<file path="src/rtl/core/sjgs_pkg.sv">
// Shared types, code constants and decode helpers for the Shift-JIS glyph sequencer.
package sjgs_pkg;

   // Font table geometry and half-width range
   localparam int unsigned FULL_LEAD_COUNT  = 47;
   localparam int unsigned FULL_TRAIL_COUNT = 188;
   localparam int unsigned HALF_FIRST       = 32;
   localparam int unsigned HALF_LAST        = 223;
   localparam int unsigned FULL_TABLE_SIZE  = FULL_LEAD_COUNT * FULL_TRAIL_COUNT;

   // Shift-JIS byte classes
   localparam logic [7:0] LEAD_LOW_FIRST   = 8'h81;
   localparam logic [7:0] LEAD_LOW_LAST    = 8'h9f;
   localparam logic [7:0] LEAD_HIGH_FIRST  = 8'he0;
   localparam logic [7:0] LEAD_HIGH_LAST   = 8'hef;
   localparam logic [7:0] LEAD_HIGH_BASE   = 8'hc1;
   localparam logic [7:0] TRAIL_LOW_FIRST  = 8'h40;
   localparam logic [7:0] TRAIL_LOW_LAST   = 8'h7e;
   localparam logic [7:0] TRAIL_HIGH_FIRST = 8'h80;
   localparam logic [7:0] TRAIL_HIGH_LAST  = 8'hfc;
   localparam logic [7:0] TRAIL_HIGH_BASE  = 8'h41;

   localparam logic [15:0] PEN_X_MAX = 16'h7fff;

   // Register map (word index)
   localparam logic [1:0] REG_START_X     = 2'd0;
   localparam logic [1:0] REG_TEXT_Y      = 2'd1;
   localparam logic [1:0] REG_GLYPH_SCALE = 2'd2;

   localparam int unsigned CSR_ADDR_W = 4;

   localparam logic [15:0] START_X_RESET     = 16'd0;
   localparam logic [15:0] TEXT_Y_RESET      = 16'd0;
   localparam logic [3:0]  GLYPH_SCALE_RESET = 4'd1;

   localparam int unsigned QUEUE_DEPTH = 4;

   typedef struct packed {
      logic [13:0] glyph_index;
      logic        full_width;
      logic        draw_enable;
      logic [15:0] pen_x;
      logic [15:0] pen_y;
      logic [15:0] next_x;
      logic        string_end;
   } sjgs_result_type;

   function automatic logic is_lead(input logic [7:0] b);
      return ((b >= LEAD_LOW_FIRST) && (b <= LEAD_LOW_LAST)) ||
             ((b >= LEAD_HIGH_FIRST) && (b <= LEAD_HIGH_LAST));
   endfunction

   function automatic logic trail_class(input logic [7:0] b);
      return ((b >= TRAIL_LOW_FIRST) && (b <= TRAIL_LOW_LAST)) ||
             ((b >= TRAIL_HIGH_FIRST) && (b <= TRAIL_HIGH_LAST));
   endfunction

   // Pen advance by 8 or 4 times the scale, saturating at the top of the range
   function automatic logic [15:0] next_pen(input logic [15:0] pen, input logic full,
                                            input logic [3:0] scale);
      logic [6:0]  adv;
      logic [16:0] sum;
      adv = full ? {scale, 3'b000} : {1'b0, scale, 2'b00};
      sum = {pen[15], pen} + {10'd0, adv};
      return (sum[16:15] == 2'b01) ? PEN_X_MAX : sum[15:0];
   endfunction

   function automatic logic [13:0] half_index(input logic [7:0] b);
      logic [8:0] d;
      d = {1'b0, b} - 9'(HALF_FIRST);
      return ((9'(b) >= 9'(HALF_FIRST)) && (9'(b) <= 9'(HALF_LAST))) ? {5'd0, d[8:0]} : 14'd0;
   endfunction

   // Row of a lead/trail pair; 16 bits so the table bound check sees the full value
   function automatic logic [15:0] full_row(input logic [7:0] lead, input logic [7:0] trail);
      logic [7:0]  l;
      logic [7:0]  t;
      l = (lead <= LEAD_LOW_LAST) ? lead - LEAD_LOW_FIRST : lead - LEAD_HIGH_BASE;
      t = (trail <= TRAIL_LOW_LAST) ? trail - TRAIL_LOW_FIRST : trail - TRAIL_HIGH_BASE;
      return (16'(l[5:0]) * 16'(FULL_TRAIL_COUNT)) + 16'(t);
   endfunction

endpackage

</file>
<file path="src/rtl/core/shift_jis_glyph_sequencer_unit.sv">
// Top level of the Shift-JIS glyph sequencer: register port, byte register, decode, result queue.
//
//   channel  direction  handshake              payload
//   req      in         req_valid / req_stall  req_text_byte, req_last_byte
//   rsp      out        rsp_valid / rsp_stall  rsp_glyph_index ... rsp_string_end
//   csr      in         APB write/read         csr_paddr, csr_pwdata, csr_prdata
//
// One byte per cycle while the queue has room: a byte waits in the input register,
// is decoded, and its zero, one or two results go into a four-entry queue as it leaves.
// Two results from one byte fill two queue entries, so the rate is set by the queue drain:
// one result per cycle while rsp_stall is low. The input stalls while the queue holds
// more than two results. Reset is synchronous and leaves no lead byte held, pen at start_x.
module shift_jis_glyph_sequencer_unit (
   input  logic                              clock,
   input  logic                              reset,
   input  logic                              req_valid,
   output logic                              req_stall,
   input  logic [7:0]                        req_text_byte,
   input  logic                              req_last_byte,
   output logic                              rsp_valid,
   input  logic                              rsp_stall,
   output logic [13:0]                       rsp_glyph_index,
   output logic                              rsp_full_width,
   output logic                              rsp_draw_enable,
   output logic signed [15:0]                rsp_pen_x,
   output logic signed [15:0]                rsp_pen_y,
   output logic signed [15:0]                rsp_next_x,
   output logic                              rsp_string_end,
   input  logic                              csr_psel,
   input  logic                              csr_penable,
   input  logic                              csr_pwrite,
   input  logic [sjgs_pkg::CSR_ADDR_W-1:0]   csr_paddr,
   input  logic [31:0]                       csr_pwdata,
   output logic [31:0]                       csr_prdata,
   output logic                              csr_pready
);
   import sjgs_pkg::*;

   logic [15:0] start_x_ff, text_y_ff;
   logic [3:0]  glyph_scale_ff;
   logic        csr_write;

   logic        in_valid_ff, in_valid_in;
   logic [7:0]  in_byte_ff;
   logic        in_last_ff;
   logic        req_take, fire, room_for_two;

   logic [1:0]      push_count, dec_count;
   sjgs_result_type res_a, res_b, out_data;

   assign csr_pready = 1'b1;
   assign csr_write  = csr_psel && csr_penable && csr_pwrite && csr_pready;

   always_comb begin
      unique case (csr_paddr[3:2])
         REG_START_X:     csr_prdata = {16'd0, start_x_ff};
         REG_TEXT_Y:      csr_prdata = {16'd0, text_y_ff};
         REG_GLYPH_SCALE: csr_prdata = {28'd0, glyph_scale_ff};
         default:         csr_prdata = 32'd0;
      endcase
   end

   always_ff @(posedge clock) begin
      if (reset) begin
         start_x_ff     <= START_X_RESET;
         text_y_ff      <= TEXT_Y_RESET;
         glyph_scale_ff <= GLYPH_SCALE_RESET;
      end else if (csr_write) begin
         unique case (csr_paddr[3:2])
            REG_START_X:     start_x_ff     <= csr_pwdata[15:0];
            REG_TEXT_Y:      text_y_ff      <= csr_pwdata[15:0];
            REG_GLYPH_SCALE: glyph_scale_ff <= csr_pwdata[3:0];
            default:         ;
         endcase
      end
   end

   // input register advances into decode whenever the queue can take two results
   assign fire      = in_valid_ff && room_for_two;
   assign req_stall = in_valid_ff && !room_for_two;
   assign req_take  = req_valid && !req_stall;
   assign in_valid_in = req_take ? 1'b1 : (fire ? 1'b0 : in_valid_ff);

   always_ff @(posedge clock) begin
      if (reset) begin
         in_valid_ff <= 1'b0;
      end else begin
         in_valid_ff <= in_valid_in;
      end
   end

   always_ff @(posedge clock) begin
      if (req_take) begin
         in_byte_ff <= req_text_byte;
         in_last_ff <= req_last_byte;
      end
   end

   sjgs_decode u_decode (
      .clock       (clock),
      .reset       (reset),
      .fire        (fire),
      .text_byte   (in_byte_ff),
      .last_byte   (in_last_ff),
      .start_x     (start_x_ff),
      .text_y      (text_y_ff),
      .glyph_scale (glyph_scale_ff),
      .push_count  (dec_count),
      .res_a       (res_a),
      .res_b       (res_b)
   );

   assign push_count = fire ? dec_count : 2'd0;

   sjgs_rsp_queue u_rsp_queue (
      .clock        (clock),
      .reset        (reset),
      .push_count   (push_count),
      .push_a       (res_a),
      .push_b       (res_b),
      .room_for_two (room_for_two),
      .out_valid    (rsp_valid),
      .out_stall    (rsp_stall),
      .out_data     (out_data)
   );

   assign rsp_glyph_index = out_data.glyph_index;
   assign rsp_full_width  = out_data.full_width;
   assign rsp_draw_enable = out_data.draw_enable;
   assign rsp_pen_x       = $signed(out_data.pen_x);
   assign rsp_pen_y       = $signed(out_data.pen_y);
   assign rsp_next_x      = $signed(out_data.next_x);
   assign rsp_string_end  = out_data.string_end;

endmodule

</file>
<file path="src/rtl/core/sjgs_decode.sv">
// Byte decode, held-lead and pen state; produces up to two glyph results per byte.
module sjgs_decode (
   input  logic                     clock,
   input  logic                     reset,
   input  logic                     fire,
   input  logic [7:0]               text_byte,
   input  logic                     last_byte,
   input  logic [15:0]              start_x,
   input  logic [15:0]              text_y,
   input  logic [3:0]               glyph_scale,
   output logic [1:0]               push_count,
   output sjgs_pkg::sjgs_result_type res_a,
   output sjgs_pkg::sjgs_result_type res_b
);
   import sjgs_pkg::*;

   logic [7:0]  held_lead_ff, held_lead_in;
   logic        held_valid_ff, held_valid_in;
   logic [15:0] pen_ff, pen_in;
   logic        at_start_ff;

   logic [15:0] pen0, pen_new, nx_full, nx_held, nx_new, row;
   logic        hold_new;
   sjgs_result_type full_res, held_res, new_res;

   always_comb begin
      pen0    = at_start_ff ? start_x : pen_ff;
      row     = full_row(held_lead_ff, text_byte);
      nx_full = next_pen(pen0, 1'b1, glyph_scale);
      nx_held = next_pen(pen0, 1'b0, glyph_scale);
      // second result starts where the flushed lead byte left the pen
      pen_new = held_valid_ff ? nx_held : pen0;
      nx_new  = next_pen(pen_new, 1'b0, glyph_scale);

      full_res.glyph_index = row[13:0];
      full_res.full_width  = 1'b1;
      full_res.draw_enable = (row < 16'(FULL_TABLE_SIZE));
      full_res.pen_x       = pen0;
      full_res.pen_y       = text_y;
      full_res.next_x      = nx_full;
      full_res.string_end  = last_byte;

      held_res.glyph_index = half_index(held_lead_ff);
      held_res.full_width  = 1'b0;
      held_res.draw_enable = 1'b1;
      held_res.pen_x       = pen0;
      held_res.pen_y       = text_y;
      held_res.next_x      = nx_held;
      held_res.string_end  = 1'b0;

      new_res.glyph_index  = half_index(text_byte);
      new_res.full_width   = 1'b0;
      new_res.draw_enable  = 1'b1;
      new_res.pen_x        = pen_new;
      new_res.pen_y        = text_y;
      new_res.next_x       = nx_new;
      new_res.string_end   = last_byte;

      hold_new = is_lead(text_byte) && !last_byte;

      priority if (held_valid_ff && trail_class(text_byte)) begin
         push_count    = 2'd1;
         res_a         = full_res;
         res_b         = new_res;
         pen_in        = nx_full;
         held_valid_in = 1'b0;
         held_lead_in  = held_lead_ff;
      end else begin
         push_count    = {1'b0, held_valid_ff} + {1'b0, !hold_new};
         res_a         = held_valid_ff ? held_res : new_res;
         res_b         = new_res;
         pen_in        = hold_new ? pen_new : nx_new;
         held_valid_in = hold_new;
         held_lead_in  = hold_new ? text_byte : held_lead_ff;
      end
   end

   always_ff @(posedge clock) begin
      if (reset) begin
         held_lead_ff  <= 8'd0;
         held_valid_ff <= 1'b0;
         pen_ff        <= 16'd0;
         at_start_ff   <= 1'b1;
      end else if (fire) begin
         held_lead_ff  <= held_lead_in;
         held_valid_ff <= held_valid_in;
         pen_ff        <= pen_in;
         at_start_ff   <= last_byte;
      end
   end

endmodule

</file>
<file path="src/rtl/core/sjgs_rsp_queue.sv">
// Result queue: takes up to two results a cycle, hands out one.
module sjgs_rsp_queue (
   input  logic                     clock,
   input  logic                     reset,
   input  logic [1:0]               push_count,
   input  sjgs_pkg::sjgs_result_type push_a,
   input  sjgs_pkg::sjgs_result_type push_b,
   output logic                     room_for_two,
   output logic                     out_valid,
   input  logic                     out_stall,
   output sjgs_pkg::sjgs_result_type out_data
);
   import sjgs_pkg::*;

   localparam int unsigned PTR_W = $clog2(QUEUE_DEPTH);
   localparam int unsigned CNT_W = $clog2(QUEUE_DEPTH + 1);

   sjgs_result_type mem [QUEUE_DEPTH];
   logic [PTR_W-1:0] wr_ptr_ff, wr_ptr_in, rd_ptr_ff, rd_ptr_in, wr_next;
   logic [CNT_W-1:0] count_ff, count_in;
   logic             pop;

   assign out_valid    = (count_ff != '0);
   assign out_data     = mem[rd_ptr_ff];
   assign room_for_two = (count_ff <= CNT_W'(QUEUE_DEPTH - 2));
   assign pop          = out_valid && !out_stall;
   assign wr_next      = wr_ptr_ff + PTR_W'(1);

   always_comb begin
      wr_ptr_in = wr_ptr_ff + PTR_W'(push_count);
      rd_ptr_in = rd_ptr_ff + PTR_W'(pop);
      count_in  = count_ff + CNT_W'(push_count) - CNT_W'(pop);
   end

   always_ff @(posedge clock) begin
      if (push_count != 2'd0) begin
         mem[wr_ptr_ff] <= push_a;
      end
      if (push_count == 2'd2) begin
         mem[wr_next] <= push_b;
      end
   end

   always_ff @(posedge clock) begin
      if (reset) begin
         wr_ptr_ff <= '0;
         rd_ptr_ff <= '0;
         count_ff  <= '0;
      end else begin
         wr_ptr_ff <= wr_ptr_in;
         rd_ptr_ff <= rd_ptr_in;
         count_ff  <= count_in;
      end
   end

endmodule
</file>
<file path="config.mk">
export PLATFORM = sky130hd
export DESIGN_NAME = shift_jis_glyph_sequencer_unit
export DESIGN_NICKNAME = d
export VERILOG_FILES = /design/src/rtl/core/sjgs_pkg.sv /design/src/rtl/core/shift_jis_glyph_sequencer_unit.sv /design/src/rtl/core/sjgs_decode.sv /design/src/rtl/core/sjgs_rsp_queue.sv
export SDC_FILE = /design/constraint.sdc
export NUM_CORES = 1
export LEC_CHECK = 0
export BUFFER_PORTS_ARGS = -buffer_cell sky130_fd_sc_hd__buf_2
export CORE_ASPECT_RATIO = 1.2
export CORE_MARGIN = 5
export CORE_UTILIZATION = 65
export DETAILED_ROUTE_END_ITERATION = 8
export PLACE_DENSITY_LB_ADDON = 0.05
export SYNTH_ARGS = -nofsm -noshare
export SYNTH_HDL_FRONTEND = slang
export SYNTH_SLANG_ARGS = --single-unit
</file>
<file path="constraint.sdc">
create_clock -name clock -period 13.35 [get_ports clock]
set_input_delay 0.6675 -clock clock [delete_from_list [all_inputs] [get_ports clock]]
set_output_delay 0.6675 -clock clock [all_outputs]
set_load 0.05 [all_outputs]
</file>
==> results.toml <==
[critical_path]
crit_top_cell = "nor2b_1"
worst-path-buf-inv = 4
crit_path_top_delay_cell = "dfxtp_1"
crit_chain = "buf_4 -> mux2i_1 -> inv_1 -> ha_1 -> o21ai_0 -> o21bai_1 -> nand4_1 -> mux2i_4 -> o31ai_1 -> inv_1 -> ha_1 -> nor2b_1 -> o21ai_0 -> nor2b_1 -> nor2_1 -> mux2i_1 -> a2111oi_4 -> buf_4 -> nor2b_1 -> o22ai_1"
crit_fanout = 21
start_kind = "register"
cp.arrival_ns = 7.95
r2r-start = "u_decode.at_start_ff$_SDFFE_PP1P_"
cp-end-kind = "register"
rrSetupSlack_ns = 5.64
critical_path.top_delay_family = "compound AO/OA/AOI/OAI gates"
cp.required_ns = 13.59
slowest_delay_ns = 0.76
critical_path.startpoint = "u_decode.at_start_ff$_SDFFE_PP1P_"
criticalPathCategory = "register to register"

[sta]
drv_slew = 0
fin_ws_ns = 5.64
post-route-period-util = 0.577
hold_violations = 0
rsz0062_at_grt = "no"
fin_setup_tns_ns = 0
finalClockSkew_ns = 0.0214
relSlewSlack = 0.112
finalCriticalPeriod_ns = 7.71
worstMarginPinSlew_ns = 1.32
setup_violations = 0
max_freq_mhz = 130

[cts]
htreeDepth = 2
clockBufferDepth = 3
clock_latency_ns = 0.53
cts_tree = "yes"
cts_setup_buffers = 0
path_clk_slew_ns = 0.06
root_buffer = "clkbuf_16"
cts.repair.resized = 0
hold_buffers = 0
cts-buffers-inserted = 34
cts.sinks = 339

[finish]
multiInputGateArea_sq_um = 9200
final_nets = 1971
seqCellArea_sq_um = 9210
synthToLayoutAreaGrowth_pct = 10.0
drive_gt1_frac = 0.158
fill_cells = 2092

[placed_design]
gp_congestion = 0.998
hpwlAfterDp_mm = 37.3
numPortBuffers = 116
dp_slack_ns = 5.90

[power]
ir_drop_v = 0.000126
clkPwrFrac = 0.277
power.density_nw_per_um2 = 157
sw_frac_of_total = 0.366
leakagePower_uw = 0.00745
seqPwrFrac = 0.379
power_switching_uw = 1210
internal_power_uw = 2100
combPwrFrac = 0.344

[drt]
post_drt_wl_per_cell_microns = 24.6
ant_nets = 0
vias = 15200
drt_first_iter_violations = 2015
dr.pass1.iters = 6
vias_per_cell = 6.73
wirelength_mm = 55.4
drc_errors = 0

[logic_synthesis]
ys_warn_count = 0
ys_types = 79
synth_edf_count = 241
synthArstFlopShare = 0
ys_ff_latch = 339
yosysSeqAreaShare = 0.480
syn_area_sq_um = 19100
netlist_instances = 1762
synthFlopType = "edfxtp_1"
syn_avg_cell_area_sq_um = 10.9

[run_status]
status = "complete, no violations"

[grt]
grt_max_degree = 75
track_usage = 0.330
grt_first_pass_wirelength_mm = 85.3
antenna_found_initial = 3
grt_remaining_overflow = 0
first_global_vias = 15200

[flow_run]
max-cap-violations = 0

[worst_hold_path]
hp-start = "req_text_byte[5]"
hp-class = "primary input to register"

[floorplanning]
io_pins = 152
core_sq_um = 28900
num_rows = 68
fp.dieW_microns = 167
start_util = 0.662
fp.dieH_microns = 198
die_area_sq_um = 33000
registers in the layout, summed over array words and instances (netlist names), 3 cells and up:
register               flops
u_rsp_queue.mem          260
start_x_ff                16
text_y_ff                 16
u_decode.pen_ff           16
in_byte_ff                 8
u_decode.held_lead_ff      8
glyph_scale_ff             4
u_rsp_queue.count_ff       3
synth_stat cells (all sizes together), types with 5 or more instances:
cell type,instances,area share
edfxtp,241,0.38
nand2,175,0.034
o22ai,154,0.050
a21oi,116,0.030
nor2,102,0.020
dfxtp,98,0.10
clkbuf,83,0.016
inv,65,0.013
mux4,65,0.076
ha,64,0.042
and2,62,0.020
xnor2,52,0.024
o21ai,50,0.013
buf,43,0.014
nor2b,42,0.014
mux2i,40,0.022
nand3,34,0.0091
nor3,29,0.0076
a22o,27,0.012
fa,14,0.015
or3,14,0.0046
xor2,14,0.0064
a21o,13,0.0051
o211ai,13,0.0051
nand4,11,0.0036
a31oi,9,0.0033
and3,9,0.0029
nand3b,9,0.0042
o31ai,9,0.0035
nand2b,7,0.0023
a211o,6,0.0027
a211oi,6,0.0024
a22oi,6,0.0024
o21a,6,0.0024
o21bai,6,0.0024
o2bb2ai,6,0.0027
o311ai,6,0.0027
a311oi,5,0.0023
mux2,5,0.0029
nor3b,5,0.0020
worst register-to-register path: cells and delay by family (launching register included):
family                   cells  cell delay (ns)
AO/OA/AOI/OAI                6             1.79
buffers and inverters        4             1.04
flip-flops                   1             0.76
AND/OR/NAND/NOR              5             1.71
multiplexers                 3             1.38
adder cells (fa/ha/maj)      2             0.76
area by class of cell:
| class | instances | share of cell area |
|---|---|---|
| Clock inverter | 14 | 0.00451 |
| Sequential cell | 339 | 0.437 |
| Clock buffer | 48 | 0.0459 |
| Inverter | 66 | 0.0118 |
| Timing Repair Buffer | 154 | 0.0411 |
| Multi-Input combinational cell | 1246 | 0.437 |
| Tap cell | 385 | 0.0229 |
| Antenna cell | 2 | 0.000238 |
metrics by stage:
stage          cells  hold slack, ns   util  area (sq um)  power (uW)
2_1_floorplan   1777           0.419      -         19200        2160
3_3_place_gp    2190           0.428  0.691         20000        2400
3_5_place_dp    2190           0.436  0.691         20000        2420
4_1_cts         2252           0.301  0.728         21100        3320
5_1_grt         2254           0.307  0.728         21100        3470
6_report        2254           0.313  0.728         21100        3320
routing by layer:
| layer | vias up | track usage | wire, microns |
|---|---|---|---|
| li1 | 6779 | - | - |
| met1 | 7415 | 0.400 | 20100 |
| met2 | 785 | 0.564 | 27700 |
| met3 | 186 | 0.0525 | 4290 |
| met4 | 2 | 0.194 | 3320 |
| met5 | - | 0 | 13 |
power by group through the flow:
stage	combinational, uW	clock (uW)	sequential, uW
after global placement	1120	0	1280
after detailed placement	1140	0	1280
after floorplan	936	0	1230
final	1140	919	1260
after global routing	1220	977	1270
after CTS	1140	924	1260
cell usage in the layout, fill, tap and decap left out, drive strengths merged, types with 9 or more instances in the layout:
cell type and n:
a21o 13, a21oi 116, a22o 27, a31oi 9, and2 62, and3 9
buf 154, clkbuf 48, clkinv 13, conb 17, dfxtp 98, edfxtp 241
fa 14, ha 64, inv 65, mux2i 40, mux4 65, nand2 175
nand3 34, nand3b 9, nand4 11, nor2 102, nor2b 42, nor3 29
o211ai 13, o21ai 50, o22ai 154, o31ai 9, or3 14, xnor2 52
xor2 14
kinds of logic after synthesis:
group | after synthesis | synth area share
simple gates | 511 | 0.130
compound gates | 464 | 0.158
flops | 339 | 0.480
buf+inv | 192 | 0.0428
mux | 110 | 0.102
fa+ha+maj | 78 | 0.0565
xor+xnor | 66 | 0.0302
other cells | 2 | 0.000392
worst paths after layout:
path | end | cells after the start
worst max-delay path | u_rsp_queue.mem[0][4]$_DFFE_PP_ | 20
worst min register to register | u_rsp_queue.mem[1][50]$_SDFFE_PP0P_ | 2
worst max register to register | u_rsp_queue.mem[0][4]$_DFFE_PP_ | 20
worst min-delay path | in_byte_ff[5]$_DFFE_PP_ | 1
(Power assumes the default switching activity.)
